**config.mk**
```make
export PLATFORM = sky130hd
export DESIGN_NAME = nconv_unpack
export DESIGN_NICKNAME = d
export VERILOG_FILES = /design/src/hw/rtl/nconv_pkg.sv /design/src/hw/rtl/nconv_unpack.sv
export SDC_FILE = /design/constraint.sdc
export NUM_CORES = 1
export LEC_CHECK = 0
export ABC_AREA = 1
export BUFFER_PORTS_ARGS = -buffer_cell sky130_fd_sc_hd__buf_2
export CAP_MARGIN = 0
export CELL_PAD_IN_SITES_DETAIL_PLACEMENT = 1
export CELL_PAD_IN_SITES_GLOBAL_PLACEMENT = 2
export CORE_MARGIN = 3
export CORE_UTILIZATION = 29
export DETAILED_ROUTE_END_ITERATION = 8
export GPL_ROUTABILITY_DRIVEN = 0
export PLACE_DENSITY = 0.91
export SLEW_MARGIN = 15
export SYNTH_ARGS = -nofsm -noshare
export SYNTH_HDL_FRONTEND = slang
export SYNTH_SLANG_ARGS = --single-unit
export TNS_END_PERCENT = 1
```
**constraint.sdc**
```tcl
create_clock -name clk -period 0.9 [get_ports clk]
set_clock_uncertainty 0.15 [all_clocks]
set_input_delay 0.18 -clock clk [delete_from_list [all_inputs] [get_ports clk]]
set_output_delay 0.18 -clock clk [all_outputs]
set_load 0.01 [all_outputs]
```
**src/hw/rtl/nconv_pkg.sv**
```systemverilog
// shared types, type codes and helper functions for the numeric type converter
package nconv_pkg;

    // type codes
    localparam logic [3:0] TY_I8  = 4'd0;
    localparam logic [3:0] TY_I16 = 4'd1;
    localparam logic [3:0] TY_I32 = 4'd2;
    localparam logic [3:0] TY_I64 = 4'd3;
    localparam logic [3:0] TY_U8  = 4'd4;
    localparam logic [3:0] TY_U16 = 4'd5;
    localparam logic [3:0] TY_U32 = 4'd6;
    localparam logic [3:0] TY_U64 = 4'd7;
    localparam logic [3:0] TY_F32 = 4'd8;
    localparam logic [3:0] TY_F64 = 4'd9;

    // configuration register indexes
    localparam logic REG_SOURCE_TYPE = 1'b0;
    localparam logic REG_DEST_TYPE   = 1'b1;

    // per item control that travels with the data
    typedef struct packed {
        logic        last;
        logic [3:0]  dt;
        logic        direct;
        logic        dflag;
        logic        sign;
        logic [63:0] dbits;
    } ctl_t;

    // after unpacking
    typedef struct packed {
        ctl_t               ctl;
        logic [63:0]        mag;
        logic signed [12:0] expo;
    } s1_t;

    // after leading zero count
    typedef struct packed {
        ctl_t               ctl;
        logic [63:0]        mag;
        logic signed [12:0] expo;
        logic [6:0]         lz;
    } s2_t;

    // after normalisation
    typedef struct packed {
        ctl_t               ctl;
        logic [63:0]        man;
        logic signed [12:0] en;
    } s3_t;

    // after alignment to the destination
    typedef struct packed {
        ctl_t        ctl;
        logic [63:0] kept;
        logic        guard;
        logic        sticky;
        logic        ovf;
        logic [10:0] ebase;
    } s4_t;

    function automatic logic is_int(input logic [3:0] t);
        return t < TY_F32;
    endfunction

    function automatic logic is_signed_int(input logic [3:0] t);
        return t < TY_U8;
    endfunction

    // mask of the bits a type occupies
    function automatic logic [63:0] type_mask(input logic [3:0] t);
        logic [63:0] m;
        m = 64'd0;
        case (t)
            TY_I8, TY_U8:   m = 64'h0000_0000_0000_00FF;
            TY_I16, TY_U16: m = 64'h0000_0000_0000_FFFF;
            TY_I32, TY_U32, TY_F32: m = 64'h0000_0000_FFFF_FFFF;
            TY_I64, TY_U64, TY_F64: m = 64'hFFFF_FFFF_FFFF_FFFF;
            default:        m = 64'd0;
        endcase
        return m;
    endfunction

    // top bit of an integer type
    function automatic logic [63:0] type_half(input logic [3:0] t);
        logic [63:0] h;
        h = 64'd0;
        case (t[1:0])
            2'd0:    h = 64'h0000_0000_0000_0080;
            2'd1:    h = 64'h0000_0000_0000_8000;
            2'd2:    h = 64'h0000_0000_8000_0000;
            default: h = 64'h8000_0000_0000_0000;
        endcase
        return h;
    endfunction

    // saturation value of an integer type on the side given by neg
    function automatic logic [63:0] int_sat(input logic [3:0] t, input logic neg);
        logic [63:0] r;
        if (is_signed_int(t))
            r = neg ? type_half(t) : (type_half(t) - 64'd1);
        else
            r = neg ? 64'd0 : type_mask(t);
        return r;
    endfunction

endpackage

```
**src/hw/rtl/nconv_unpack.sv**
```systemverilog
// first stage: masks the source, resolves direct cases and unpacks to sign, magnitude, exponent
module nconv_unpack import nconv_pkg::*; (
    input  logic        clk,
    input  logic        rst_n,
    input  logic        in_valid,
    input  logic [63:0] in_bits,
    input  logic        in_last,
    input  logic [3:0]  src_type,
    input  logic [3:0]  dst_type,
    output logic        s1_valid,
    output s1_t         s1
);

    logic        s1_valid_reg;
    s1_t         s1_reg;
    s1_t         s1_next;

    logic [63:0] sm;
    logic [63:0] dm;
    logic [63:0] sb;
    logic [63:0] v;
    logic        neg;
    logic        fsign;
    logic        fnan;
    logic        finf;
    logic        fzero;
    logic [10:0] fexp;
    logic [63:0] fmag;
    logic [63:0] nan_bits;
    logic        known;

    // source fields
    always_comb
    begin
        sm    = type_mask(src_type);
        dm    = type_mask(dst_type);
        sb    = in_bits & sm;
        neg   = is_signed_int(src_type) && ((sb & type_half(src_type)) != 64'd0);
        v     = neg ? (sb | ~sm) : sb;
        known = (src_type <= TY_F64) && (dst_type <= TY_F64);
        if (src_type == TY_F32)
        begin
            fsign    = sb[31];
            fnan     = (sb[30:23] == 8'hFF) && (sb[22:0] != 23'd0);
            finf     = (sb[30:23] == 8'hFF) && (sb[22:0] == 23'd0);
            fzero    = (sb[30:0] == 31'd0);
            fexp     = {3'd0, sb[30:23]};
            fmag     = {40'd0, (sb[30:23] != 8'd0), sb[22:0]};
            nan_bits = {sb[31], 11'h7FF, 1'b1, sb[21:0], 29'd0};
        end
        else
        begin
            fsign    = sb[63];
            fnan     = (sb[62:52] == 11'h7FF) && (sb[51:0] != 52'd0);
            finf     = (sb[62:52] == 11'h7FF) && (sb[51:0] == 52'd0);
            fzero    = (sb[62:0] == 63'd0);
            fexp     = sb[62:52];
            fmag     = {11'd0, (sb[62:52] != 11'd0), sb[51:0]};
            nan_bits = {32'd0, sb[63], 8'hFF, 1'b1, sb[50:29]};
        end
    end

    // decision between direct result and the arithmetic path
    always_comb
    begin
        s1_next.ctl.last   = in_last;
        s1_next.ctl.dt     = dst_type;
        s1_next.ctl.direct = 1'b1;
        s1_next.ctl.dflag  = 1'b0;
        s1_next.ctl.sign   = 1'b0;
        s1_next.ctl.dbits  = 64'd0;
        s1_next.mag        = 64'd0;
        s1_next.expo       = 13'sd0;
        if (!known)
        begin
            s1_next.ctl.dbits = 64'd0;
        end
        else if (src_type == dst_type)
        begin
            s1_next.ctl.dbits = sb;
        end
        else if (is_int(src_type))
        begin
            if (is_int(dst_type))
                s1_next.ctl.dbits = v & dm;
            else if (sb == 64'd0)
                s1_next.ctl.dbits = 64'd0;
            else
            begin
                s1_next.ctl.direct = 1'b0;
                s1_next.ctl.sign   = neg;
                s1_next.mag        = neg ? (~v + 64'd1) : v;
                s1_next.expo       = 13'sd0;
            end
        end
        else
        begin
            s1_next.ctl.sign = fsign;
            if (is_int(dst_type))
            begin
                if (fnan)
                begin
                    s1_next.ctl.dbits = 64'd0;
                    s1_next.ctl.dflag = 1'b1;
                end
                else if (finf)
                begin
                    s1_next.ctl.dbits = int_sat(dst_type, fsign);
                    s1_next.ctl.dflag = 1'b1;
                end
                else if (fzero)
                    s1_next.ctl.dbits = 64'd0;
                else
                    s1_next.ctl.direct = 1'b0;
            end
            else
            begin
                // float to the other float type
                if (fnan)
                    s1_next.ctl.dbits = nan_bits;
                else if (finf)
                    s1_next.ctl.dbits = (dst_type == TY_F64) ?
                        {fsign, 11'h7FF, 52'd0} : {32'd0, fsign, 8'hFF, 23'd0};
                else if (fzero)
                    s1_next.ctl.dbits = (dst_type == TY_F64) ?
                        {fsign, 63'd0} : {32'd0, fsign, 31'd0};
                else
                    s1_next.ctl.direct = 1'b0;
            end
            s1_next.mag = fmag;
            // exponent of the lsb of the magnitude
            if (src_type == TY_F32)
                s1_next.expo = $signed({2'b00, (fexp == 11'd0) ? 11'd1 : fexp}) - 13'sd150;
            else
                s1_next.expo = $signed({2'b00, (fexp == 11'd0) ? 11'd1 : fexp}) - 13'sd1075;
        end
    end

    // stage valid
    always_ff @(posedge clk or negedge rst_n)
    begin
        if (!rst_n)
            s1_valid_reg <= 1'b0;
        else
            s1_valid_reg <= in_valid;
    end

    // stage payload
    always_ff @(posedge clk)
    begin
        s1_reg <= s1_next;
    end

    assign s1_valid = s1_valid_reg;
    assign s1       = s1_reg;

endmodule

```
* Word level (Yosys, flattened, before mapping) *
Memory sizes are Yosys's and may differ from the RTL's.
Cells that the tools add are included.

word-level totals
  register bits = 150
  input bits = 76
  memory bits (read-only) = 3072
  output and inout port bits = 150
  logic and storage cells = 106
  memories kept = 3

operators by class
  reduce and logical (&&, ||, !) cells = 21
  $add $sub $neg = 4
  muxes and demuxes = 46
  eq/ne operators = 9
  bitwise gates (word level) = 8
  magnitude comparators = 6

memory list
  memory           depth  width  rd ports  clocked after Yosys merged registers in  write ports  RTL line         RTL
  (no name shown)  16     64     1         0                                        0            nconv_pkg.sv:74  case (t)
  (no name shown)  16     64     1         0                                        0            nconv_pkg.sv:74
  (no name shown)  16     64     1         0                                        0            nconv_pkg.sv:74

operators by type and width
  cell                      count
  $mux W64                  23
  $pmux W64 S3              2
  $and A64 B64 Y64          3
  $mux W77                  2
  $mux W142                 1
  $not A64 Y64              2
  $add A64 B1 Y64 const B   1
  $logic_not A64 Y1         1
  $or A64 B64 Y64           1
  $reduce_bool A64 Y1       1
  $sub A64 B1 Y64 const B   1
  $logic_not A63 Y1         1
  $mux W53                  1
  $logic_not A52 Y1         1
  $reduce_bool A52 Y1       1
  $logic_not A31 Y1         1
  $logic_not A23 Y1         1
  $reduce_bool A23 Y1       1
  $mux W11                  2
  $mux W1                   14
  $mux W13                  1
  $sub A11 B11 Y12 const B  1
  $sub A11 B8 Y12 const B   1
  $eq A11 B11 Y1 const B    1
  16 further kinds          29

* Longest topological paths before layout *
An unclocked memory read counts as a cell.

  depth after elaboration = 19
  gate-level depth with buffers = 21
  depth with buffers taken out = 19

* Least setup slack after synthesis *
No wires, ideal clock.

  path kind = input-to-reg
  from = input port src_type[1]
  to = register s1_reg (netlist bit s1[61])
  cell stages on the path = 18
  setup slack = -1.441 ns
  required time = 0.624 ns
  arrival = 2.065 ns
  path buffers = 1
  library setup time = 0.126 ns
  cells stage by stage = buf_6 nor2_4 nor2_4 nor2_1 inv_1 ha_1 nand2_1 nor2_1 nand2_1 nand3b_1 nor2_2 nand3_2 nand2_2 nand2_1 nor2_1 nand3_1 nand3_1 o21ai_1

between the ends
  word-level cells in the longest chain between the ends = 12

ends and longest elaborated chain
  element                                                  RTL line                             RTL
  start: declaration                                       nconv_unpack.sv:8                    input logic [3:0] src_type,
  $mem_v2 Z16 W64 (tied with other cells)                  --
  $and A64 B64 Y64 / $pmux W64 S3 (equally long branches)  nconv_unpack.sv:37, nconv_pkg.sv:88
  $and A64 B64 Y64                                         nconv_unpack.sv:38                   neg = is_signed_int(src_type) && ((sb & type_half(src_type)) != 64'd0);
  $reduce_bool A64 Y1                                      nconv_unpack.sv:38
  $logic_and A1 B1 Y1                                      nconv_unpack.sv:38
  $mux W64                                                 nconv_unpack.sv:39                   v = neg ? (sb | ~sm) : sb;
  $not A64 Y64                                             nconv_unpack.sv:92                   s1_next.mag = neg ? (~v + 64'd1) : v;
  $add A64 B1 Y64                                          nconv_unpack.sv:92
  $mux W64                                                 nconv_unpack.sv:92
  $mux W77                                                 nconv_unpack.sv:86                   else if (sb == 64'd0)
  $mux W77                                                 nconv_unpack.sv:84                   if (is_int(dst_type))
  $mux W142                                                nconv_unpack.sv:82                   else if (is_int(src_type))
  end signal: assignment                                   nconv_unpack.sv:151                  s1_reg <= s1_next;
  end: declaration                                         nconv_unpack.sv:15                   s1_t s1_reg;

Parallel ways exist; a longest one is shown, timed or not.
A chain may end at the register's enable or synchronous reset.

* Worst setup path in the final report *
  from = input port src_type[3]
  to = register s1_reg (netlist bit s1[109])

between the ends
  word-level cells in the longest chain between the ends = 10

ends and longest elaborated chain
  element                                    RTL line                                                      RTL
  $mem_v2 Z16 W64                            --
  $and A64 B64 Y64                           nconv_unpack.sv:37                                            sb = in_bits & sm;
  $logic_not A63 Y1 (tied with other cells)  nconv_unpack.sv:56                                            fzero = (sb[62:0] == 63'd0);
  $mux W1 (tied with other cells)            nconv_unpack.sv:41                                            if (src_type == TY_F32)
  $mux W64 (tied with other cells)           nconv_unpack.sv:124                                           else if (fzero)
  $mux W64 (on tied branches)                nconv_unpack.sv:121, nconv_unpack.sv:39, nconv_unpack.sv:106
  $mux W64 (tied with other cells)           nconv_unpack.sv:119                                           if (fnan)
  $mux W64 (on tied branches)                nconv_unpack.sv:99, nconv_unpack.sv:84
  $mux W142                                  nconv_unpack.sv:82
  $mux W64                                   nconv_unpack.sv:78                                            else if (src_type == dst_type)

Parallel ways exist; a longest one is shown, timed or not.

==> metrics.csv <==
stage;metric;value;unit
status;status;complete, but fails checks;
status;failing checks;hold timing, setup timing;
sta;fin crit period;2.67;ns
cts;CTS clk-pin slew, worst paths;0.06;ns
cts;CTS Root Cell;clkbuf_16;
sta;Final Cycle Share;296;%
critical_path;Worst Path Arrival;2.87;ns
yosys;Synth Area in XOR/XNOR;1.55;%
detailed_routing;total iterations of the first detailed-routing run;5;
yosys;simple-gate area share of the yosys netlist;38.7;%
layout;# fillers;4396;
power_and_ir_drop;P per Cell Area;1220;mW/mm^2
detailed_routing;DRT iter0 DRCs;1322;
power_and_ir_drop;VDD IR max;0.00148;V
cts;CTS Sinks;149;
yosys;Syn Nets;1693;
detailed_routing;Via density;5.52;
sta;RSZ-0062 raised after global routing;true;
sta;Relative slew margins;61.1;%
yosys;Avg Inst Size Synth;6.30;sq um
hold_path;Hold Crit Class;in -> reg;
cts;hold-fix buffers at CTS;13;
sta;setup_tns;-261.72;ns
die;Die W;193;um
sta;fin. max-slew vios;0;
yosys;sequential element share of the synthesized area;29.4;%
detailed_routing;routed length per instance;23.3;um
critical_path;CP endpoint kind;register;
global_route;antenna violations before repair;1;
layout;max reg flops;148;
yosys;synth unique cells;54;
yosys;number of flops mapped to enable cells by yosys;0;
yosys;Compound-Gate Fraction of Synth Area;17.0;%
global_route;GRT overflow;0;
run;Max Cap Viol;0;
place;Cells after DPL;2633;
layout;Area Overhead vs Synth;70.2;%
sta;final hold vios;3;
detailed_routing;wirelength, routed;63.1;mm
layout;non-filler cells, final;2709;
yosys;largest family of logic cells by synthesized area;simple AND/OR/NAND/NOR gates;
global_route;global-route wire length before repair;88.8;mm
yosys;Most used DFF post-synth;dfxtp_1;
critical_path;CP Max Fanout;10;
yosys;warnings from Yosys;0;
die;core region area;0.0340;sq mm
yosys;post-synth top area cell;dfxtp_1;
sta;highest clock rate;375;MHz
yosys;Commonest cells post-synth;nand2_1, inv_1, nor2_1;
yosys;post-synthesis mux area share;0;%
yosys;Yosys reg bits;149;
layout;Util after Layout;50.7;%
yosys;post-synth top area share;29.2;%
yosys;dominant cells by area after synthesis;dfxtp_1, nand2_1, inv_1;
die;IO Pins;226;
die;Die ar.;0.0373;sq mm
yosys;Async SR Flop Fraction;0.671;%
power_and_ir_drop;Overall Power;21.0;mW
cts;CTS tree;built;
cts;total CTS buffers;17;
critical_path;CP Data Required Time;1.10;ns
global_route;largest net degree at the start of global routing;45;
die;Die Y;193;um
yosys;most frequent cell after synthesis;nand2_1;
cts;CTS Buffer Depth;2;
detailed_routing;via count;15000;
critical_path;crit start category;input port;
sta;final setup fails;293;
die;Initial Util;29.8;%
critical_path;crit path kind;in -> reg;
sta;hold_ws;-0.0641;ns
layout;share of layout cells above drive strength 1;45.8;%
layout;nets;2329;
detailed_routing;DRC viols;0;
place;I/O Buffers;225;
global_route;vias in the first global route;15300;
die;Cell Rows;67;
detailed_routing;Final ANT Viol Nets;0;
sta;Worst Tran Pin Value;0.578;ns
yosys;Syn Inst Count;1611;
global_route;overall routing resource usage;31.4;%
sta;fin worst setup slack;-1.77;ns
cts;H-tree Lvls;4;
yosys;Synth Cell Area;0.0101;sq mm
power_and_ir_drop;leak pwr;9.01;nW
place;DP Wirelength;45.6;mm
yosys;Post-Synth Adder-Cell Area;0.740;%
## critical path: stages
cell	delay, ns
buf_8	0.10
buf_4	0.13
nand2_4	0.08
nand2_8	0.08
nand2_8	0.16
buf_4	0.15
nor2_2	0.04
nor2_2	0.16
nand2_1	0.14
nor2_1	0.23
nand2_1	0.16
nor2_4	0.22
nand2_4	0.10
nand2_8	0.11
nand2_8	0.10
buf_6	0.14
nand3b_1	0.18
o2111ai_2	0.18
nand2_2	0.15
inv_1	0.05
## metal layers
layer  global-route usage [%]  wire length [um]  vias up
met5                        0                13        -
met4                     18.8              5090        2
met3                     5.13              5310      310
met2                     53.2             29100      920
met1                     37.3             23500     7181
li1                         -                 -     6544
## cells by family after synthesis
family | count (synthesis)
compound gates | 292
flops | 149
buf+inv | 307
simple gates | 839
xor+xnor | 18
fa+ha+maj | 6
## final timing paths
path / start / endpoint / slack (ns) / cells after the start
setup / recovery: src_type[3] / s1[109]$_SDFF_PN0_ / -1.77 / 20
hold / removal: in_bits[16] / s1[29]$_SDFF_PP0_ / -0.06 / 3
max in group asynchronous: rst_n / s1_valid$_DFF_PN0_ / 0.07 / 3
min in group asynchronous: rst_n / s1_valid$_DFF_PN0_ / 0.43 / 3
## stage by stage
step,area (sq um),hold WS [ns],worst slack (ns)
final,17300,-0.0641,-1.77
after CTS,16600,-0.0758,-1.41
after global placement,14800,-0.196,-2.18
after detailed placement,14800,-0.194,-2.33
after global routing,17300,-0.0808,-1.83
after floorplan,10200,-0.266,-1.37
## power by group
group	internal (mW)	switching, mW	leakage (nW)
logic	2.96	4.23	7.52
registers	6.87	0.110	1.25
clock network	3.66	3.22	0.248
## cell usage in the layout (no fill, tap or decap), types with 10 or more instances in the layout
master | Yosys | layout
o2111ai_1 | 18 | 13
nor3_1 | 15 | 10
a21oi_1 | 114 | 97
clkbuf_16 | 0 | 17
a21oi_2 | 2 | 19
nand4_1 | 34 | 34
nand3_4 | 4 | 11
dfxtp_2 | 0 | 74
buf_4 | 5 | 409
nand3_2 | 7 | 22
dfxtp_1 | 148 | 73
nor2_2 | 35 | 54
nand2_2 | 20 | 42
dlygate4sd3_1 | 0 | 13
nand3_1 | 156 | 134
o21ai_0 | 77 | 60
nor2_4 | 4 | 23
buf_2 | 9 | 144
xor2_1 | 13 | 13
o21ai_1 | 9 | 17
inv_2 | 16 | 16
nand2_4 | 7 | 20
a31oi_1 | 14 | 11
nor2_1 | 167 | 129
buf_12 | 1 | 22
buf_6 | 9 | 93
inv_1 | 221 | 216
nand2_1 | 363 | 326
o211ai_1 | 18 | 18
## layout make-up
type	count	area, sq um	area share (%)
Clock inverter	11	77.6	0.449
Antenna cell	1	2.50	0.0145
Sequential cell	149	3080	17.9
Multi-Input combinational cell	1156	6700	38.8
Clock buffer	21	460	2.67
Tap cell	448	561	3.25
Inverter	238	921	5.33
Timing Repair Buffer	685	5460	31.6
## timing repair
| action | in CTS | in global routing |
|---|---|---|
| pin swaps | 47 | 37 |
| gates resized for setup | 255 | 146 |
| cloned | 1 | 0 |
| setup buffers | 18 | 13 |
| endpoints found under the hold margin | 16 | 2 |
| setup endpoints to repair | 293 | 293 |
No activity file was read; power rests on OpenSTA's default activity.
