File: src/hw/rtl/nconv_pkg.sv
// shared types, type codes and helper functions for the numeric type converter
package nconv_pkg;

    // type codes
    localparam logic [3:0] TY_I8  = 4'd0;
    localparam logic [3:0] TY_I16 = 4'd1;
    localparam logic [3:0] TY_I32 = 4'd2;
    localparam logic [3:0] TY_I64 = 4'd3;
    localparam logic [3:0] TY_U8  = 4'd4;
    localparam logic [3:0] TY_U16 = 4'd5;
    localparam logic [3:0] TY_U32 = 4'd6;
    localparam logic [3:0] TY_U64 = 4'd7;
    localparam logic [3:0] TY_F32 = 4'd8;
    localparam logic [3:0] TY_F64 = 4'd9;

    // configuration register indexes
    localparam logic REG_SOURCE_TYPE = 1'b0;
    localparam logic REG_DEST_TYPE   = 1'b1;

    // per item control that travels with the data
    typedef struct packed {
        logic        last;
        logic [3:0]  dt;
        logic        direct;
        logic        dflag;
        logic        sign;
        logic [63:0] dbits;
    } ctl_t;

    // after unpacking
    typedef struct packed {
        ctl_t               ctl;
        logic [63:0]        mag;
        logic signed [12:0] expo;
    } s1_t;

    // after leading zero count
    typedef struct packed {
        ctl_t               ctl;
        logic [63:0]        mag;
        logic signed [12:0] expo;
        logic [6:0]         lz;
    } s2_t;

    // after normalisation
    typedef struct packed {
        ctl_t               ctl;
        logic [63:0]        man;
        logic signed [12:0] en;
    } s3_t;

    // after alignment to the destination
    typedef struct packed {
        ctl_t        ctl;
        logic [63:0] kept;
        logic        guard;
        logic        sticky;
        logic        ovf;
        logic [10:0] ebase;
    } s4_t;

    function automatic logic is_int(input logic [3:0] t);
        return t < TY_F32;
    endfunction

    function automatic logic is_signed_int(input logic [3:0] t);
        return t < TY_U8;
    endfunction

    // mask of the bits a type occupies
    function automatic logic [63:0] type_mask(input logic [3:0] t);
        logic [63:0] m;
        m = 64'd0;
        case (t)
            TY_I8, TY_U8:   m = 64'h0000_0000_0000_00FF;
            TY_I16, TY_U16: m = 64'h0000_0000_0000_FFFF;
            TY_I32, TY_U32, TY_F32: m = 64'h0000_0000_FFFF_FFFF;
            TY_I64, TY_U64, TY_F64: m = 64'hFFFF_FFFF_FFFF_FFFF;
            default:        m = 64'd0;
        endcase
        return m;
    endfunction

    // top bit of an integer type
    function automatic logic [63:0] type_half(input logic [3:0] t);
        logic [63:0] h;
        h = 64'd0;
        case (t[1:0])
            2'd0:    h = 64'h0000_0000_0000_0080;
            2'd1:    h = 64'h0000_0000_0000_8000;
            2'd2:    h = 64'h0000_0000_8000_0000;
            default: h = 64'h8000_0000_0000_0000;
        endcase
        return h;
    endfunction

    // saturation value of an integer type on the side given by neg
    function automatic logic [63:0] int_sat(input logic [3:0] t, input logic neg);
        logic [63:0] r;
        if (is_signed_int(t))
            r = neg ? type_half(t) : (type_half(t) - 64'd1);
        else
            r = neg ? 64'd0 : type_mask(t);
        return r;
    endfunction

endpackage

File: src/hw/rtl/nconv_align.sv
// fourth stage: right shift to the destination precision with guard and sticky bits
module nconv_align import nconv_pkg::*; (
    input  logic clk,
    input  logic rst_n,
    input  logic s3_valid,
    input  s3_t  s3,
    output logic s4_valid,
    output s4_t  s4
);

    logic               s4_valid_reg;
    s4_t                s4_reg;
    s4_t                s4_next;
    logic signed [12:0] emin;
    logic signed [12:0] emax;
    logic signed [12:0] bias;
    logic signed [12:0] shp;
    logic signed [12:0] sh_wide;
    logic [6:0]         sh;
    logic [127:0]       ext;
    logic               sub;
    logic signed [12:0] eb;

    always_comb
    begin
        // destination format limits
        if (s3.ctl.dt == TY_F64)
        begin
            emin = -13'sd1022;
            emax = 13'sd1023;
            bias = 13'sd1023;
            shp  = 13'sd11;
        end
        else
        begin
            emin = -13'sd126;
            emax = 13'sd127;
            bias = 13'sd127;
            shp  = 13'sd40;
        end
        sub = s3.en < emin;
        eb  = s3.en + bias - 13'sd1;
        if (is_int(s3.ctl.dt))
        begin
            sh_wide      = (s3.en < 13'sd0) ? 13'sd127 : (13'sd63 - s3.en);
            s4_next.ovf  = s3.en > 13'sd63;
            s4_next.ebase = 11'd0;
        end
        else
        begin
            sh_wide      = sub ? (shp + emin - s3.en) : shp;
            s4_next.ovf  = s3.en > emax;
            s4_next.ebase = sub ? 11'd0 : eb[10:0];
        end
        sh = (sh_wide > 13'sd127) ? 7'd127 : sh_wide[6:0];
        // shift with the dropped bits kept below for rounding
        ext            = {s3.man, 64'd0} >> sh;
        s4_next.ctl    = s3.ctl;
        s4_next.kept   = ext[127:64];
        s4_next.guard  = ext[63];
        s4_next.sticky = |ext[62:0];
    end

    // stage valid
    always_ff @(posedge clk or negedge rst_n)
    begin
        if (!rst_n)
            s4_valid_reg <= 1'b0;
        else
            s4_valid_reg <= s3_valid;
    end

    // stage payload
    always_ff @(posedge clk)
    begin
        s4_reg <= s4_next;
    end

    assign s4_valid = s4_valid_reg;
    assign s4       = s4_reg;

endmodule

File: config.mk
export PLATFORM = sky130hd
export DESIGN_NAME = nconv_align
export DESIGN_NICKNAME = d
export VERILOG_FILES = /design/src/hw/rtl/nconv_pkg.sv /design/src/hw/rtl/nconv_align.sv
export SDC_FILE = /design/constraint.sdc
export NUM_CORES = 1
export LEC_CHECK = 0
export ABC_AREA = 1
export BUFFER_PORTS_ARGS = -buffer_cell sky130_fd_sc_hd__buf_2
export CORE_UTILIZATION = 40
export DETAILED_ROUTE_END_ITERATION = 8
export GPL_TIMING_DRIVEN = 0
export HOLD_SLACK_MARGIN = 0.12
export PLACE_DENSITY = 0.59
export SYNTH_ARGS = -nofsm -noshare
export SYNTH_HDL_FRONTEND = slang
export SYNTH_SLANG_ARGS = --single-unit
File: constraint.sdc
create_clock -name clk -period 0.8 [get_ports clk]
set_clock_uncertainty 0.05 [all_clocks]
set_input_delay 0.04 -clock clk [delete_from_list [all_inputs] [get_ports clk]]
set_output_delay 0.04 -clock clk [all_outputs]
set_load 0.02 [all_outputs]
# After elaboration in Yosys (flattened, before gate mapping)
# Cells that the tools add are included.
# Widths: inputs -> output; s select.
[totals]
reg_bits = 151
out_inout_bits = 151
[classes]
add_sub_neg = 5
magnitude_cmp = 6
n_eq_ne = 1
shift = 1
muxes = 9
n_reduce_logical = 2
[op_table]
columns = ["operator", "count"]
rows = [
  ["$shr 128x7->128", 1],
  ["$reduce_or 63->1", 1],
  ["$mux 13", 3],
  ["$mux 10", 2],
  ["$add 13x13->13", 1],
  ["$gt 13x11->1", 1],
  ["$gt 13x7->1 const B", 1],
  ["$gt 13x8->1 const B", 1],
  ["$lt 13x1->1 const B", 1],
  ["$lt 13x11->1", 1],
  ["$sub 13x13->13", 1],
  ["$sub 7x13->13 const A", 1],
  ["$mux 12", 1],
  ["$add 11x11->11", 1],
  ["$mux 11", 1],
  ["$sub 11x2->11 const B", 1],
  ["$mux 7", 1],
  ["$mux 6", 1],
  ["$eq 4x4->1 const B", 1],
  ["$lt 4x4->1 const B", 1],
  ["$reduce_or 2->1", 1],
]

# Depth between registers and ports, before layout
# Gate-level depths: netlist of the first run.
[depth]
word_depth = 10
ltp_mapped = 41

# Least setup slack after synthesis of the first run
# OpenSTA, ideal clock, no wires.
[synth_timing]
kind = "input-to-reg"
start = "in s3[147] (netlist name)"
end = "reg s4_reg (netlist bit s4[12])"
setup_time_ns = 0.114
arrival_time_ns = 3.917
path_slack_ns = -3.281
stages = 35
path_cell_list = "clkbuf_1 > and3_1 > inv_1 > ha_1 > inv_1 > ha_1 > fa_1 > nand4_1 > nand2_1 > nand2_1 > nand2_1 > nor2_1 > nand2_1 > nor2_1 > nand2_1 > nand2_1 > nand2_2 > nand2_4 > nand2_1 > buf_6 > buf_6 > nand2_1 > nand3_1 > nand3_1 > nand3_1 > nand3_1 > nand3_1 > nand2_1 > nor2_1 > nor2_1 > nand2_1 > nor2_1 > nand2_1 > nor2_1 > nand2_1"
[synth_lines]
columns = ["item", "line", "rtl"]
rows = [
  ["from (decl)", "nconv_align.sv:6", "input s3_t s3,"],
  ["to (signal assigned)", "nconv_align.sv:76", "s4_reg <= s4_next;"],
  ["to (decl)", "nconv_align.sv:12", "s4_t s4_reg;"],
]

==> results of run 1 <==
-- timing repair --
action	in CTS	in global routing
resized for setup	487	319
hold endpoints to repair	85	6
setup buffers	24	15
endpoints found under the setup margin	229	229
cloned	3	6
pin swaps	49	58
hold buffers	78	2
-- layout make-up --
type / instances / area share, %
clock buffer: 17 / 2.14
multi-input combinational: 1559 / 55.3
timing repair inverter: 1 / 0.0377
clock inverter: 15 / 0.873
sequential: 151 / 15.5
timing repair buffer: 428 / 15.8
buffer: 121 / 6.11
antenna: 1 / 0.0126
inverter: 95 / 1.88
tap: 378 / 2.37
-- power groups by stage --
| stage | Clock (uW) | Combinational [uW] | Sequential, uW |
|---|---|---|---|
| finish | 8450 | 25200 | 8170 |
| global route | 8700 | 25900 | 8210 |
| CTS | 8420 | 20700 | 8140 |
| detailed placement | 0 | 17200 | 8280 |
| global placement | 0 | 17300 | 8270 |
| floorplan | 0 | 10800 | 8930 |
-- cell usage after synthesis, types with 7 or more instances --
master | number | area, um^2
nand2_1 | 589 | 2210
buf_6 | 8 | 90.1
clkbuf_1 | 40 | 150
inv_2 | 8 | 30.0
nor3_1 | 8 | 40.0
dfxtp_1 | 150 | 3000
nand3_1 | 650 | 3250
inv_1 | 86 | 323
buf_4 | 7 | 52.6
o21ai_0 | 21 | 105
buf_1 | 29 | 109
ha_1 | 31 | 388
buf_2 | 37 | 185
nor2_1 | 136 | 510
nand4_1 | 25 | 156
a21oi_1 | 42 | 210
-- how the worst max path moves through the flow --
| stage | end | startpoint | depth (start not counted) |
|---|---|---|---|
| final | s4[12]$_DFF_P_ | s3[145] | 31 |
| after global routing | s4[12]$_DFF_P_ | s3[145] | 31 |
| after CTS | s4[12]$_DFF_P_ | s3[145] | 40 |
| after detailed placement | s4[12]$_DFF_P_ | s3[147] | 36 |
| after global placement | s4[12]$_DFF_P_ | s3[147] | 31 |
| after floorplan | s4[12]$_DFF_P_ | s3[147] | 36 |
-- routing by layer --
metal | routed length (um) | vias to the layer above | GRT usage (%)
met5 | 56 | - | 0
met4 | 5440 | 2 | 24.8
met3 | 12300 | 500 | 14.1
met2 | 29700 | 1669 | 68.3
met1 | 26000 | 8310 | 57.8
li1 | - | 7384 | -
-- cells by family after synthesis --
| logic type | Yosys count |
|---|---|
| buf+inv | 216 |
| fa+ha+maj | 32 |
| simple gates | 1433 |
| xor+xnor | 10 |
| flops | 151 |
| compound gates | 83 |
-- cells in the final DEF, fill, tap and decap left out, types with 41 or more instances in the layout --
cell,count
buf_2,271
nor2_1,122
nand2_2,102
nand3_1,247
nand3_2,288
nand2_1,460
buf_4,49
dlygate4sd3_1,80
inv_1,83
dfxtp_1,109
dfxtp_2,41
nand3_4,118
buf_6,65
-- metrics by stage --
stage / setup TNS (ps) / power, uW / utilization (%)
2_1_floorplan: -164030 / 19800 / -
3_3_place_gp: -231070 / 25500 / 52.2
3_5_place_dp: -232020 / 25500 / 52.2
4_1_cts: -197760 / 37300 / 65.5
5_1_grt: -232790 / 42800 / 71.7
6_report: -227110 / 41900 / 71.7
==> reports/qor.txt, run 1 <==
register area -> 3080 um^2
min Tclk post-route -> 4320 ps
CTS tree -> yes
leak pwr -> 0.00958 uW
adder-cell share of the synthesized area -> 3.61%
TritonRoute pass-1 iters -> 9
P_sw -> 21,400 uW
Largest register FFs -> 150
core region area -> 27,800 um^2
vias in the first global route -> 15.8k
Top Ports -> 303
Nets -> 2,558
Yosys reg bits -> 151
Post-Syn Instances -> 1,925
Max stage delay on crit path -> 790 ps
initial antenna violation count -> 2
Pins Over Slew Limit -> 0
grt total ovfl -> 0
Multi-input gate area -> 11,000 um^2
crit start category -> primary input
final setup fails -> 229
hold_sp -> s3[1]
depth of the CTS H-tree -> 4
WP buf/inv -> 6
routability cong. -> 1.03
unrepaired setup endpoints after global routing -> yes
largest family of logic cells by synthesized area -> simple AND/OR/NAND/NOR gates
hold endpoint -> s4[1]$_SDFF_PP0_
drt via density -> 6.46
VDD IR max -> 1270 uV
simple-gate share of the synthesized area -> 56.2%
PnR worst setup slack -> -3520 ps
CP top delay family -> simple AND/OR/NAND/NOR gates
design area -> 19,900 um^2
Netlist cell types -> 42
largest net degree at the start of global routing -> 19
fmax -> 0.231 GHz
mux share of post-synthesis cell area -> 0%
WHS Path Cells -> 2
worst-path maximum fanout -> 12
DR iter-0 viols -> 3,062
share of cells above drive strength 1 -> 48.0%
CTS Buf Count -> 17
clock-pin transition on the worst setup and hold timing paths -> 80 ps
Die Y -> 170 um
Worst Tran Pin Value -> 1360 ps
synth warn -> 0
Max Cap Viol -> 0
HPWL Detailed -> 48,600 um
failing checks -> DRC, hold timing, setup timing
Placed Instances -> 2,605
global-route wire length before repair -> 96,100 um
cell repeated most along the worst path -> nand2_1
async set or reset register ratio after synthesis -> 0.662%
CP Class -> primary input to flip-flop
root buf cell -> clkbuf_16
HP Class -> primary input to flip-flop
synthesized area per cell -> 5.87 um^2
WHS -> -193 ps
P&R area growth vs syn -> 76.3%
non-filler instance count after layout -> 2,766
outcome -> finished with violations
switching power share of the total -> 51.1%
Initial Utilization -> 40.7%
Net Count, Synth -> 2,109
filler instances -> 2,216
clock buffer depth -> 2
antenna violation net count after detailed routing -> 0
pre-CTS WS -> -4020 ps
Critical-path top delay cell -> nor2_2
Vias -> 17.9k
DRT Wirelength -> 73,500 um
Seq/Total Area, Yosys -> 26.8%
dpl cell area -> 14,500 um^2
Logic pwr share -> 60.3%
Pint -> 20,500 uW
Rel. slew slack -> 8.19%
row cnt -> 61
Synth Area in XOR/XNOR -> 0.941%
Main synth FF type -> dfxtp_1
crit end category -> flip-flop
Cell Area, Synth -> 11,300 um^2
Pwr Density -> 2100 nW/um^2
Sink Count -> 151
die width -> 170 um
critical path arrival -> 4630 ps
average wire per standard cell -> 26.6 um
die area -> 28,900 um^2
Post-synth EDFFs -> 0
gr usage total -> 45.5%
Post-route DRC -> 28
Seq pwr share -> 19.5%
CP required -> 1110 ps
power share of the clock group -> 20.2%
Fin. Hold Viols -> 3
Synth Area in Compound Gates -> 4.05%
Port Buffers -> 302
crit share post-route -> 540%
Power figures use the tool's default switching activity.
==> run 2, diff against run 1 <==
--- a/config.mk
+++ b/config.mk
@@ -11,7 +11,8 @@
 export DETAILED_ROUTE_END_ITERATION = 8
 export GPL_TIMING_DRIVEN = 0
 export HOLD_SLACK_MARGIN = 0.12
-export PLACE_DENSITY = 0.59
+export MAX_ROUTING_LAYER = met4
+export PLACE_DENSITY = 0.62
 export SYNTH_ARGS = -nofsm -noshare
 export SYNTH_HDL_FRONTEND = slang
 export SYNTH_SLANG_ARGS = --single-unit
==> constraint.sdc (replaced) <==
create_clock -name clk -period 3.9 [get_ports clk]
set_clock_uncertainty 0.05 [all_clocks]
set_input_delay 0.195 -clock clk [delete_from_list [all_inputs] [get_ports clk]]
set_output_delay 0.195 -clock clk [all_outputs]
set_load 0.02 [all_outputs]
==> run 2 against run 1 <==
Against the previous run: the flow finishes with violations (DRC, setup timing); clock power is 79% lower; setup slack gained 3000 ps; via count grew 0.85%; cell count rose by 0.51%; sequential share of layout area rose by 0.28 points; highest routed layer is now met4; worst hold slack gained 310 ps; count of clock-buffer cells in the layout stayed put; critical endpoint unchanged; wire length is 6.2% higher; non-clock buffer count rose by 7; cell area shrank 3.4%.
==> reports/qor.txt, run 2 (synthesized netlist as in run 1, its figures left out) <==
Post-route DRC -> 51
largest net degree at the start of global routing -> 18
die width -> 170 um
routability cong. -> 1.06
crit share post-route -> 114%
TritonRoute pass-1 iters -> 9
HPWL Detailed -> 50,900 um
Max stage delay on crit path -> 350 ps
die area -> 28,900 um^2
Sink Count -> 151
Nets -> 2,564
average wire per standard cell -> 28.1 um
most common cell after layout, fill and taps aside -> nand2_1
P&R area growth vs syn -> 70.3%
final setup fails -> 3
DRT Wirelength -> 78,000 um
WHS -> 115 ps
gr usage total -> 50.5%
worst-path maximum fanout -> 9
crit end category -> flip-flop
CP top delay family -> simple AND/OR/NAND/NOR gates
fmax -> 0.226 GHz
core region area -> 27,800 um^2
Worst Tran Pin Value -> 1340 ps
WHS Path Cells -> 6
critical path arrival -> 4750 ps
Port Buffers -> 302
Placed Instances -> 2,605
PnR worst setup slack -> -528 ps
initial antenna violation count -> 8
Max Cap Viol -> 0
Pwr Density -> 446 nW/um^2
Stages on worst setup path -> 36
DR iter-0 viols -> 3,187
failing checks -> DRC, setup timing
CP required -> 4220 ps
antenna violation net count after detailed routing -> 0
Fin. Hold Viols -> 0
Largest register FFs -> 150
Top Ports -> 303
Critical-path top delay cell -> fa_2
grt total ovfl -> 0
clock-pin transition on the worst setup and hold timing paths -> 80 ps
depth of the CTS H-tree -> 4
Die Y -> 170 um
Pins Over Slew Limit -> 0
CP Class -> primary input to flip-flop
filler instances -> 2,287
drt via density -> 6.48
vias in the first global route -> 16.1k
row cnt -> 61
root buf cell -> clkbuf_16
Initial Utilization -> 40.7%
crit start category -> primary input
CTS tree -> yes
HP Class -> primary input to flip-flop
VDD IR max -> 338 uV
non-filler instance count after layout -> 2,780
Rel. slew slack -> 9.96%
most frequent cells in the layout -> nand2_1, buf_2, nand3_2
cell repeated most along the worst path -> nand2_1
global-route wire length before repair -> 103,000 um
outcome -> finished with violations
Vias -> 18.0k
leak pwr -> 0.00948 uW
min Tclk post-route -> 4430 ps
CTS Buf Count -> 17
share of cells above drive strength 1 -> 44.4%
unrepaired setup endpoints after global routing -> yes
WP buf/inv -> 6
clock buffer depth -> 2
run 2: cell count changes in the layout (fill, tap and decap cells not counted), moves of 11 or more:
cell,change
buf_2,+47
buf_6,-45
dfxtp_1,+41
dfxtp_2,-41
nand3_4,-36
nand3_2,+25
nand2_1,+16
a21oi_1,+11
a21oi_2,-11
nand3_1,+11
run 2: final timing paths:
kind | from | slack (ps) | end
min in group asynchronous | rst_n | 530 | s4_valid$_DFF_PN0_
max | s3[147] | -530 | s4[12]$_DFF_P_
min | s3[5] | 120 | s4[7]$_SDFF_PP0_
max in group asynchronous | rst_n | 3160 | s4_valid$_DFF_PN0_
run 2: metal layers:
metal | global-route usage, % | wire length [um] | vias to the layer above
li1 | - | - | 7407
met1 | 60.0 | 27100 | 8294
met3 | 19.9 | 12900 | 592
met4 | 30.3 | 6510 | 0
met5 | - | 0 | -
met2 | 71.3 | 31500 | 1723
run 2: layout make-up:
| type | instances | area (um^2) | area share, % |
|---|---|---|---|
| well taps | 378 | 473 | 2.46 |
| clock buffers | 17 | 425 | 2.21 |
| repair buffers | 436 | 3040 | 15.8 |
| flip-flops and latches | 151 | 3030 | 15.7 |
| inverters | 95 | 374 | 1.94 |
| plain buffers | 120 | 1180 | 6.14 |
| multi-input cells | 1559 | 10500 | 54.6 |
| clock inverters | 15 | 186 | 0.969 |
| diodes | 9 | 22.5 | 0.117 |
run 2: repair_timing:
item / CTS / global route
gates resized for setup: 618 / 273
endpoints found under the setup margin: 66 / 64
gates cloned: 8 / 7
pin swaps: 86 / 80
hold endpoints to repair: 81 / 0
hold buffers: 82 / 0
buffers inserted: 26 / 11
run 2: through the flow:
step	util (%)	total power [uW]	worst slack, ps	area, um^2	setup TNS [ps]
after global routing	69.3	8800	-758	19200	-5430
after detailed placement	47.9	4990	-1590	13300	-53120
final	69.3	8580	-528	19200	-548
after CTS	64.0	7640	-106	17800	-106
after floorplan	-	3780	9.34	11300	0
after global placement	47.9	5000	-1580	13300	-52720
run 2: power breakdown:
group	leakage (uW)	internal, uW	total, uW	switching (uW)
Sequential	0.00125	1640	1670	28.0
Clock	0.000291	917	1790	876
Combinational	0.00793	1640	5120	3470
Total	0.00948	4200	8580	4380
