==> src/hw/rtl/nconv_pkg.sv <==
// shared types, type codes and helper functions for the numeric type converter
package nconv_pkg;

    // type codes
    localparam logic [3:0] TY_I8  = 4'd0;
    localparam logic [3:0] TY_I16 = 4'd1;
    localparam logic [3:0] TY_I32 = 4'd2;
    localparam logic [3:0] TY_I64 = 4'd3;
    localparam logic [3:0] TY_U8  = 4'd4;
    localparam logic [3:0] TY_U16 = 4'd5;
    localparam logic [3:0] TY_U32 = 4'd6;
    localparam logic [3:0] TY_U64 = 4'd7;
    localparam logic [3:0] TY_F32 = 4'd8;
    localparam logic [3:0] TY_F64 = 4'd9;

    // configuration register indexes
    localparam logic REG_SOURCE_TYPE = 1'b0;
    localparam logic REG_DEST_TYPE   = 1'b1;

    // per item control that travels with the data
    typedef struct packed {
        logic        last;
        logic [3:0]  dt;
        logic        direct;
        logic        dflag;
        logic        sign;
        logic [63:0] dbits;
    } ctl_t;

    // after unpacking
    typedef struct packed {
        ctl_t               ctl;
        logic [63:0]        mag;
        logic signed [12:0] expo;
    } s1_t;

    // after leading zero count
    typedef struct packed {
        ctl_t               ctl;
        logic [63:0]        mag;
        logic signed [12:0] expo;
        logic [6:0]         lz;
    } s2_t;

    // after normalisation
    typedef struct packed {
        ctl_t               ctl;
        logic [63:0]        man;
        logic signed [12:0] en;
    } s3_t;

    // after alignment to the destination
    typedef struct packed {
        ctl_t        ctl;
        logic [63:0] kept;
        logic        guard;
        logic        sticky;
        logic        ovf;
        logic [10:0] ebase;
    } s4_t;

    function automatic logic is_int(input logic [3:0] t);
        return t < TY_F32;
    endfunction

    function automatic logic is_signed_int(input logic [3:0] t);
        return t < TY_U8;
    endfunction

    // mask of the bits a type occupies
    function automatic logic [63:0] type_mask(input logic [3:0] t);
        logic [63:0] m;
        m = 64'd0;
        case (t)
            TY_I8, TY_U8:   m = 64'h0000_0000_0000_00FF;
            TY_I16, TY_U16: m = 64'h0000_0000_0000_FFFF;
            TY_I32, TY_U32, TY_F32: m = 64'h0000_0000_FFFF_FFFF;
            TY_I64, TY_U64, TY_F64: m = 64'hFFFF_FFFF_FFFF_FFFF;
            default:        m = 64'd0;
        endcase
        return m;
    endfunction

    // top bit of an integer type
    function automatic logic [63:0] type_half(input logic [3:0] t);
        logic [63:0] h;
        h = 64'd0;
        case (t[1:0])
            2'd0:    h = 64'h0000_0000_0000_0080;
            2'd1:    h = 64'h0000_0000_0000_8000;
            2'd2:    h = 64'h0000_0000_8000_0000;
            default: h = 64'h8000_0000_0000_0000;
        endcase
        return h;
    endfunction

    // saturation value of an integer type on the side given by neg
    function automatic logic [63:0] int_sat(input logic [3:0] t, input logic neg);
        logic [63:0] r;
        if (is_signed_int(t))
            r = neg ? type_half(t) : (type_half(t) - 64'd1);
        else
            r = neg ? 64'd0 : type_mask(t);
        return r;
    endfunction

endpackage

==> src/hw/rtl/nconv_round.sv <==
// fifth stage: rounding and packing for floats, range check for integers, output register
module nconv_round import nconv_pkg::*; (
    input  logic        clk,
    input  logic        rst_n,
    input  logic        s4_valid,
    input  s4_t         s4,
    output logic        out_valid,
    output logic [63:0] out_bits,
    output logic        out_of_range,
    output logic        out_last
);

    logic        out_valid_reg;
    logic [63:0] bits_reg;
    logic [63:0] bits_next;
    logic        flag_reg;
    logic        flag_next;
    logic        last_reg;
    logic        inc;
    logic [64:0] sum;
    logic [63:0] pk64;
    logic [30:0] pk32;
    logic [63:0] mask;
    logic [63:0] half;
    logic        sat;

    always_comb
    begin
        // round to nearest even
        inc  = s4.guard & (s4.sticky | s4.kept[0]);
        sum  = {1'b0, s4.kept} + {64'd0, inc};
        pk64 = {1'b0, s4.ebase, 52'd0} + sum[63:0];
        pk32 = {s4.ebase[7:0], 23'd0} + sum[30:0];
        mask = type_mask(s4.ctl.dt);
        half = type_half(s4.ctl.dt);
        // integer range check on the truncated magnitude
        if (s4.ovf)
            sat = 1'b1;
        else if (is_signed_int(s4.ctl.dt))
            sat = s4.ctl.sign ? (s4.kept > half) : (s4.kept >= half);
        else
            sat = s4.ctl.sign ? (s4.kept != 64'd0) : ((s4.kept & ~mask) != 64'd0);
        flag_next = 1'b0;
        if (s4.ctl.direct)
        begin
            bits_next = s4.ctl.dbits;
            flag_next = s4.ctl.dflag;
        end
        else if (s4.ctl.dt == TY_F64)
            bits_next = s4.ovf ? {s4.ctl.sign, 11'h7FF, 52'd0} : {s4.ctl.sign, pk64[62:0]};
        else if (s4.ctl.dt == TY_F32)
            bits_next = s4.ovf ? {32'd0, s4.ctl.sign, 8'hFF, 23'd0}
                               : {32'd0, s4.ctl.sign, pk32};
        else if (sat)
        begin
            bits_next = int_sat(s4.ctl.dt, s4.ctl.sign);
            flag_next = 1'b1;
        end
        else
            bits_next = (s4.ctl.sign ? (~s4.kept + 64'd1) : s4.kept) & mask;
    end

    // output strobe
    always_ff @(posedge clk or negedge rst_n)
    begin
        if (!rst_n)
            out_valid_reg <= 1'b0;
        else
            out_valid_reg <= s4_valid;
    end

    // output payload
    always_ff @(posedge clk)
    begin
        bits_reg <= bits_next;
        flag_reg <= flag_next;
        last_reg <= s4.ctl.last;
    end

    assign out_valid    = out_valid_reg;
    assign out_bits     = bits_reg;
    assign out_of_range = flag_reg;
    assign out_last     = last_reg;

endmodule

==> config.mk <==
export PLATFORM = sky130hd
export DESIGN_NAME = nconv_round
export DESIGN_NICKNAME = d
export VERILOG_FILES = /design/src/hw/rtl/nconv_pkg.sv /design/src/hw/rtl/nconv_round.sv
export SDC_FILE = /design/constraint.sdc
export NUM_CORES = 1
export LEC_CHECK = 0
export ABC_AREA = 1
export BUFFER_PORTS_ARGS = -buffer_cell sky130_fd_sc_hd__buf_2
export CAP_MARGIN = 10
export CORE_MARGIN = 1
export CORE_UTILIZATION = 30
export DETAILED_ROUTE_END_ITERATION = 8
export GPL_TIMING_DRIVEN = 0
export PLACE_DENSITY = 0.55
export REMOVE_ABC_BUFFERS = 1
export SETUP_SLACK_MARGIN = 0.02
export SLEW_MARGIN = 20
export SYNTH_ARGS = -nofsm -noshare
export SYNTH_HDL_FRONTEND = slang
export SYNTH_SLANG_ARGS = --single-unit
==> constraint.sdc <==
create_clock -name clk -period 0.8 [get_ports clk]
set_input_delay 0.04 -clock clk [delete_from_list [all_inputs] [get_ports clk]]
set_output_delay 0.04 -clock clk [all_outputs]
set_load 0.01 [all_outputs]
# Word level (Yosys, flattened, before mapping)
# Memory sizes are Yosys's and may differ from the RTL's.
# Index checks and enable logic that the tools add are counted.
classes:
  muxes: 24
  magnitude_cmp: 3
  n_bitwise: 6
  reduce_logical: 3
  eq_ne: 4
  addsub: 5
op_table:
  columns: ["cell", "n"]
  rows:
  - ["$mux 64", 13]
  - ["$pmux 64 s3", 1]
  - ["$and 64x64->64", 2]
  - ["$not 64->64", 2]
  - ["$reduce_bool 64->1", 2]
  - ["$add 64x1->64 const B", 1]
  - ["$ge 64x64->1", 1]
  - ["$gt 64x64->1", 1]
  - ["$sub 64x1->64 const B", 1]
  - ["$add 63x1->63", 1]
  - ["$add 63x63->63", 1]
  - ["$mux 63", 1]
  - ["$add 31x31->31", 1]
  - ["$mux 31", 1]
  - ["$eq 4x4->1 const B", 2]
  - ["$mux 1", 8]
  - ["$lt 4x3->1 const B", 1]
  - ["$eq 2x1->1 const B", 1]
  - ["$eq 2x2->1 const B", 1]
  - ["$logic_not 2->1", 1]
  - ["$and 1x1->1", 1]
  - ["$or 1x1->1", 1]
totals:
  out_inout_bits: 67
  ff_bits: 67
  romBits: 2048
  wordCells: 51
  input_bits: 153
  mem_count: 2
mem_list:
  columns: ["memory", "words", "width", "rd", "rd_ports_with_merged_regs", "wr", "line", "rtl"]
  rows:
  - ["(name not given)", 16, 64, 1, 0, 0, "nconv_pkg.sv:74", "case (t)"]
  - ["(name not given)", 16, 64, 1, 0, 0, "nconv_pkg.sv:74", null]

# Longest topological paths before layout
# Gate-level depths: netlist of the first run.
# An unclocked memory read counts as a cell.
depth:
  ltp_word: 18
  mapped_depth: 26
  mapped_depth_nobuf: 26

# Worst setup path after synthesis of the first run
# Ideal clock, no wire load.
synth_timing:
  path_type: "input-to-reg"
  start: "input port s4[14] (netlist bit)"
  end: "register bits_reg[59] (netlist: out_bits[59])"
  arrival_ns: 3.142
  cell_stages: 24
  path_buffers: 0
  setup_slack_ns: -2.460
  required_time_ns: 0.682
  setup_ns: 0.118
  path_cell_list: "nand2_1 inv_1 ha_1 nand2_1 inv_1 nand3_1 nor2_1 nand2_1 nor2_1 nand3_1 inv_1 nand3_1 nor4_1 xor2_1 ha_1 a21oi_1 nor2_1 a211oi_1 nor2_1 nor2_1 xor2_1 nand2_1 a21oi_1 a21oi_1"
synth_via:
  elab_chain_len: 9
  word_cells_on_any_way: 22
  cone_classes: "add/sub: 3; order compare: 2; mux: 10; bitwise: 5; reduce/logical: 2"
synth_lines:
  columns: ["element", "line", "rtl"]
  rows:
  - ["start: declaration", "nconv_round.sv:6", "input s4_t s4,"]
  - ["parallel branches: the longest is 7 deep, another holds $add 63x1->63", null, null]
  - ["$mux 64 (*)", "nconv_round.sv:49", "else if (s4.ctl.dt == TY_F64)"]
  - ["$mux 64 (*)", "nconv_round.sv:44", "if (s4.ctl.direct)"]
  - ["net bits_next[59]", "nconv_round.sv:15", "logic [63:0] bits_next;"]
  - ["end signal: assignment", "nconv_round.sv:75", "bits_reg <= bits_next;"]
  - ["end: declaration", "nconv_round.sv:14", "logic [63:0] bits_reg;"]
# Mark *: on every way through the listed nets, which the timed path passes.

# Final worst setup path of the first run
layout_timing:
  start: "input port s4[44] (netlist bit)"
  end: "register bits_reg[59] (netlist: out_bits[59])"
layout_via:
  elab_chain_len: 9
  word_cells_on_any_way: 20
  cone_classes: "add/sub: 3; order compare: 2; mux: 10; bitwise: 3; reduce/logical: 2"
layout_lines:
  columns: ["element", "line"]
  rows:
  - ["parallel branches: the longest is 7 deep, another holds $add 63x1->63", null]
  - ["$mux 64 (*)", "nconv_round.sv:49"]
  - ["$mux 64 (*)", "nconv_round.sv:44"]
  - ["net bits_next[59]", "nconv_round.sv:15"]
# Marked as above.

==> impl_metrics.toml, run 1 <==
[worst_setup_path]
required_ns = 1.05
cp_max_fo = 7
worstPathCellList = "buf_2 > inv_1 > nor3_2 > nand2_1 > inv_1 > nand3_1 > nor2_2 > nand4_1 > buf_4 > xor2_2 > ha_1 > nand2_1 > nor2_1 > a211oi_2 > nor2_1 > nor2_1 > xor2_1 > nand2_1 > a21oi_2 > a21oi_1"
path_class = "in -> reg"
path_delay_family = "simple AND/OR/NAND/NOR gates"
worstSetupStartpoint = "s4[44]"
arrival_ns = 3.23
start_kind = "input port"
slowest_delay_ns = 0.29
cpMaxStageDelayCell = "ha_1"
critPathBufInv = 4
cp-end-kind = "flop"

[placement]
dpl.hpwl_um = 34400
post-place-ws_ns = -4.20
place_area_sq_um = 9940
io_buffers = 219
dp_cells = 2125
gp_congestion = 0.972

[worst_hold_path]
hp-class = "in -> reg"
hold_path_depth = 4
worstHoldStart = "s4[86]"
holdPathEnd = "out_bits[8]"

[synth]
synth_edf_count = 0
ys_seq_area_share_pct = 15.6
synth.top_cell.area_share_pct = 18.8
synth-main-ff-cell = "dfxtp_1"
yosysMostFrequentCell = "nand2_1"
ys_top_cells_by_count = "nand2_1, nor2_1, inv_1"
ys_async_sr_fraction_pct = 1.49
yosys_register_bits = 67
syn_inst = 1586
avgSynthCellArea_sq_um = 5.44
synth_top_area_cell = "nand2_1"
synthTopCellsByArea = "nand2_1, dfxtp_1, nor2_1"
synth_area_sq_um = 8620
synth_warnings = 0
synthDistinctLibCells = 53

[sta]
hold_viol = 1
min_period_ns = 2.98
hold_slack_ns = -0.00301
setup_tns_ns = -89.27
final-setup-viol-count = 132
worst_pin_slew_ns = 0.811
finalCritPeriodShare_pct = 372
slew_headroom_pct = 45.5
rsz0062_at_grt = "yes"
report.final.slew_viol_count = 0
fmax_ghz = 0.336
fin_ws_ns = -2.18

[power_and_ir_drop]
power.density_nw_per_um2 = 1060
vdd_drop_max_v = 0.000814
leakage_uw = 0.00578

[layout]
nFillCells = 2997
multi_input_area_sq_um = 7560
nets = 2078
largest_reg_flops = 64
area_delta_synth_final_pct = 52.1
stdcell_count = 2284
design_area_sq_um = 13100
area.sequential_sq_um = 1370
layout-drive-gt1-share_pct = 30.0

[die]
boundaryPins = 220
die_h_um = 172
start_util_pct = 30.8
fp.dieW_um = 172
die_area_sq_um = 29400
core_sq_um = 28000
rows = 61

[cts]
cts_buffers = 9
clk_path_buf_depth = 2
cts.htree.levels = 3
cts-root-buf = "clkbuf_16"
clkSinkCount = 67
path_clk_slew_ns = 0.06
cts_tree = "yes"

[routing]
via_count = 12000
drt_iter0_markers = 995
drc_errors = 0
drt_pass1_iterations = 6
routed_wirelength_um = 45700
wire_per_inst_um = 20.0
antenna_left = 0
via_per_inst = 5.26

[global_route]
grt_pass1_vias = 10900
grt_pass1_wl_um = 65100
globalRouteTotalUtil_pct = 30.4
antenna_found_initial = 1
overflow = 0
grt_max_degree = 69

[flow_run]
cap_violations = 0

[outcome]
violations = "hold timing, setup timing"
status = "complete, but fails checks"
-- stage by stage --
step	utilization, %	power, uW
2_1_floorplan	-	6110
6_report	46.8	13900
4_1_cts	42.4	13200
5_1_grt	46.8	14600
3_5_place_dp	35.5	7980
3_3_place_gp	35.3	7960
-- placed cells by master, fill, tap and decap left out, drive strengths merged, types with 6 or more instances in the layout --
cell type	n
a21oi	96
nand2	441
or2	10
dlygate4sd3	66
nand3b	7
nand4	35
a31oi	10
dfxtp	66
nor4	12
nand3	122
ha	24
xor2	61
nor3	43
buf	287
inv	160
nor2	271
clkinv	6
o21ai	115
clkbuf	18
-- routing by layer --
metal	up-vias	track usage (%)	share of wire [%]	routed length (um)
met4	0	10.4	2.9	1330
met1	5653	41.4	45	20400
met5	-	0	0	0
li1	5797	-	-	-
met2	496	47.6	45	20600
met3	79	5.52	7.4	3380
-- cell families (layout without fill, tap and decap cells) --
group / after synthesis / in the layout / synth area share (%)
compound gates: 254 / 255 / 16.3
xor+xnor: 65 / 65 / 6.60
fa+ha+maj: 26 / 26 / 3.95
buf+inv: 228 / 544 / 10.7
flops: 67 / 67 / 15.6
mux: 1 / 1 / 0.116
other cells: 0 / 2 / 0
simple gates: 945 / 946 / 46.7
-- layout make-up --
class / instances / area share (%)
diodes: 2 / 0.0382
clock buffers: 12 / 1.96
clock inverters: 4 / 0.553
inverters: 168 / 5.37
multi-input cells: 1293 / 57.6
flip-flops and latches: 67 / 10.4
well taps: 378 / 3.61
repair buffers: 359 / 20.3
repair inverters: 1 / 0.0859
-- report_power, final --
part	internal (uW)	switching [uW]	total, uW
Clock	2900	1680	4580
Combinational	2240	3340	5580
Sequential	3680	93.3	3780
Total	8820	5120	13900
-- how the worst max path moves through the flow --
stage / endpoint / cells after the start
4_1_cts: out_bits[59] / 25
6_report: out_bits[59] / 20
5_1_grt: out_bits[59] / 27
3_3_place_gp: out_bits[18] / 13
2_1_floorplan: out_bits[59] / 24
3_5_place_dp: out_bits[59] / 25
-- repair_timing --
action	CTS	global route
gates resized for setup	154	248
pin swaps	53	48
hold buffers	66	0
buffers inserted	38	35
endpoints found under the hold margin	65	0
setup endpoints to repair	132	132
cloned	2	1
(Power assumes the default switching activity.)
==> run 2: changes to the inputs <==
MAX_ROUTING_LAYER = met4   (was default)
==> run 2 against run 1 <==
The flow finishes with violations (setup timing). First-iteration DRC count is 22% higher. Core utilization rose by 2.7 points. Worst hold slack improved by 0.020 ns. Cell count rose by 1.7%. Total power up 5.9%. Fmax grew 1.3%. Combinational power increased by 9.5%. Sequential share of layout area fell by 0.52 points. Via count increased by 2.0%. Non-clock buffer count rose by 41. Count of clock-buffer cells in the layout decreased by 1. Critical path depth up 6.
==> impl_metrics.toml, run 2 (synthesized netlist as in run 1, its figures left out) <==
[routing]
routed_wirelength_um = 48200
drt_pass1_iterations = 6
via_count = 12300
drt_iter0_markers = 1216
antenna_left = 0
via_per_inst = 5.28
wire_per_inst_um = 20.7
drc_errors = 0

[power_and_ir_drop]
power.switching_uw = 5430
p_sw_share_pct = 36.8
p_seq_share_pct = 25.6
clkPwrFrac_pct = 33.0
p_int_uw = 9330
p_comb_share_pct = 41.4
leakage_uw = 0.00610
power.density_nw_per_um2 = 1070
vdd_drop_max_v = 0.000787

[global_route]
globalRouteTotalUtil_pct = 32.3
grt_max_degree = 69
antenna_found_initial = 0
overflow = 0
grt_pass1_wl_um = 67800
grt_pass1_vias = 11100

[worst_setup_path]
cp-end-kind = "flop"
slowest_delay_ns = 0.26
start_kind = "input port"
critPathBufInv = 4
cp.depth = 26
cp_max_fo = 4
path_delay_family = "simple AND/OR/NAND/NOR gates"
path_class = "in -> reg"
cpMaxStageDelayCell = "ha_1"
required_ns = 1.06
worstSetupStartpoint = "s4[13]"
cp-endpoint = "out_bits[59]"
arrival_ns = 3.19
cpMostUsedCell = "nor2_4"

[sta]
final-setup-viol-count = 132
fmax_ghz = 0.340
finalCritPeriodShare_pct = 367
slew_headroom_pct = 38.6
min_period_ns = 2.94
rsz0062_at_grt = "yes"
hold_slack_ns = 0.0165
worst_pin_slew_ns = 0.913
hold_viol = 0
report.final.slew_viol_count = 0
fin_ws_ns = -2.14

[outcome]
violations = "setup timing"
status = "complete, but fails checks"

[cts]
cts_buffers = 9
cts.htree.levels = 3
clk_path_buf_depth = 2
path_clk_slew_ns = 0.06
cts-root-buf = "clkbuf_16"
clkSinkCount = 67
cts_tree = "yes"

[placement]
gp_congestion = 0.970
dpl.hpwl_um = 35300
io_buffers = 219
post-place-ws_ns = -4.30

[layout]
final_cell_mix = "nand2_1, nor2_1, buf_2, inv_1, nand3_1"
largest_reg_flops = 64
n_antenna_cell = 0
area_delta_synth_final_pct = 60.8
layout-drive-gt1-share_pct = 34.6
nets = 2119
fin_util_pct = 49.5
final_common_cell = "nand2_1"

[die]
die_area_sq_um = 29400
fp.dieW_um = 172
rows = 61
core_sq_um = 28000
start_util_pct = 30.8
boundaryPins = 220
die_h_um = 172

[worst_hold_path]
hp-class = "in -> reg"

[flow_run]
cap_violations = 0
run 2: power by group through the flow:
stage / logic [uW] / registers (uW) / clock network, uW
2_1_floorplan: 2120 / 4000 / 0
3_3_place_gp: 4170 / 3800 / 0
3_5_place_dp: 4190 / 3800 / 0
4_1_cts: 5180 / 3740 / 4920
5_1_grt: 6570 / 3810 / 5040
6_report: 6110 / 3790 / 4870
run 2: tightest hold or removal path: stages:
cell and delay (ns):
buf_2 0.07, nand2_1 0.04, nand2_1 0.05, a32oi_1 0.09
nand2_1 0.06
run 2: layout make-up:
type / instances / area (sq um)
Multi-Input combinational cell: 1293 / 7850
Tap cell: 378 / 473
Timing Repair Buffer: 400 / 3100
Clock inverter: 5 / 100
Clock buffer: 11 / 243
Fill cell: 2936 / 14200
Inverter: 168 / 707
Timing Repair inverter: 1 / 11.3
Sequential cell: 67 / 1380
run 2: worst min path at each step:
stage,startpoint,end,slack (ns),cells after the start
finish,s4[12],out_bits[0],0.02,5
global route,s4[12],out_bits[0],0.06,5
CTS,s4[13],out_bits[0],0.02,5
detailed placement,rst_n,out_valid,-0.18,1
global placement,rst_n,out_valid,-0.19,1
floorplan,rst_n,out_valid,-0.26,0
run 2: repair_timing:
item	in CTS	in global routing
endpoints found under the hold margin	67	0
gates resized for setup	274	236
buffers inserted	73	40
hold buffers	68	0
pin swaps	70	89
setup endpoints to repair	132	132
cloned	1	3
run 2: routing by layer:
| metal | wire length, um | track usage [%] | share of wire, % | up-vias |
|---|---|---|---|---|
| met4 | 1370 | 8.97 | 2.8 | 0 |
| met5 | 0 | - | 0 | - |
| met3 | 3240 | 3.29 | 6.7 | 78 |
| met2 | 21700 | 50.0 | 45 | 528 |
| li1 | - | - | - | 5887 |
| met1 | 21900 | 44.4 | 46 | 5767 |
run 2: stage by stage:
stage	setup TNS [ns]	cells	total power [uW]	instance area (sq um)
finish	-92.46	2323	14800	13900
global route	-101.62	2323	15400	13900
CTS	-88.30	2284	13800	12600
detailed placement	-179.02	2126	7990	9950
global placement	-243.74	2123	7970	9900
floorplan	-100.59	1526	6110	8330
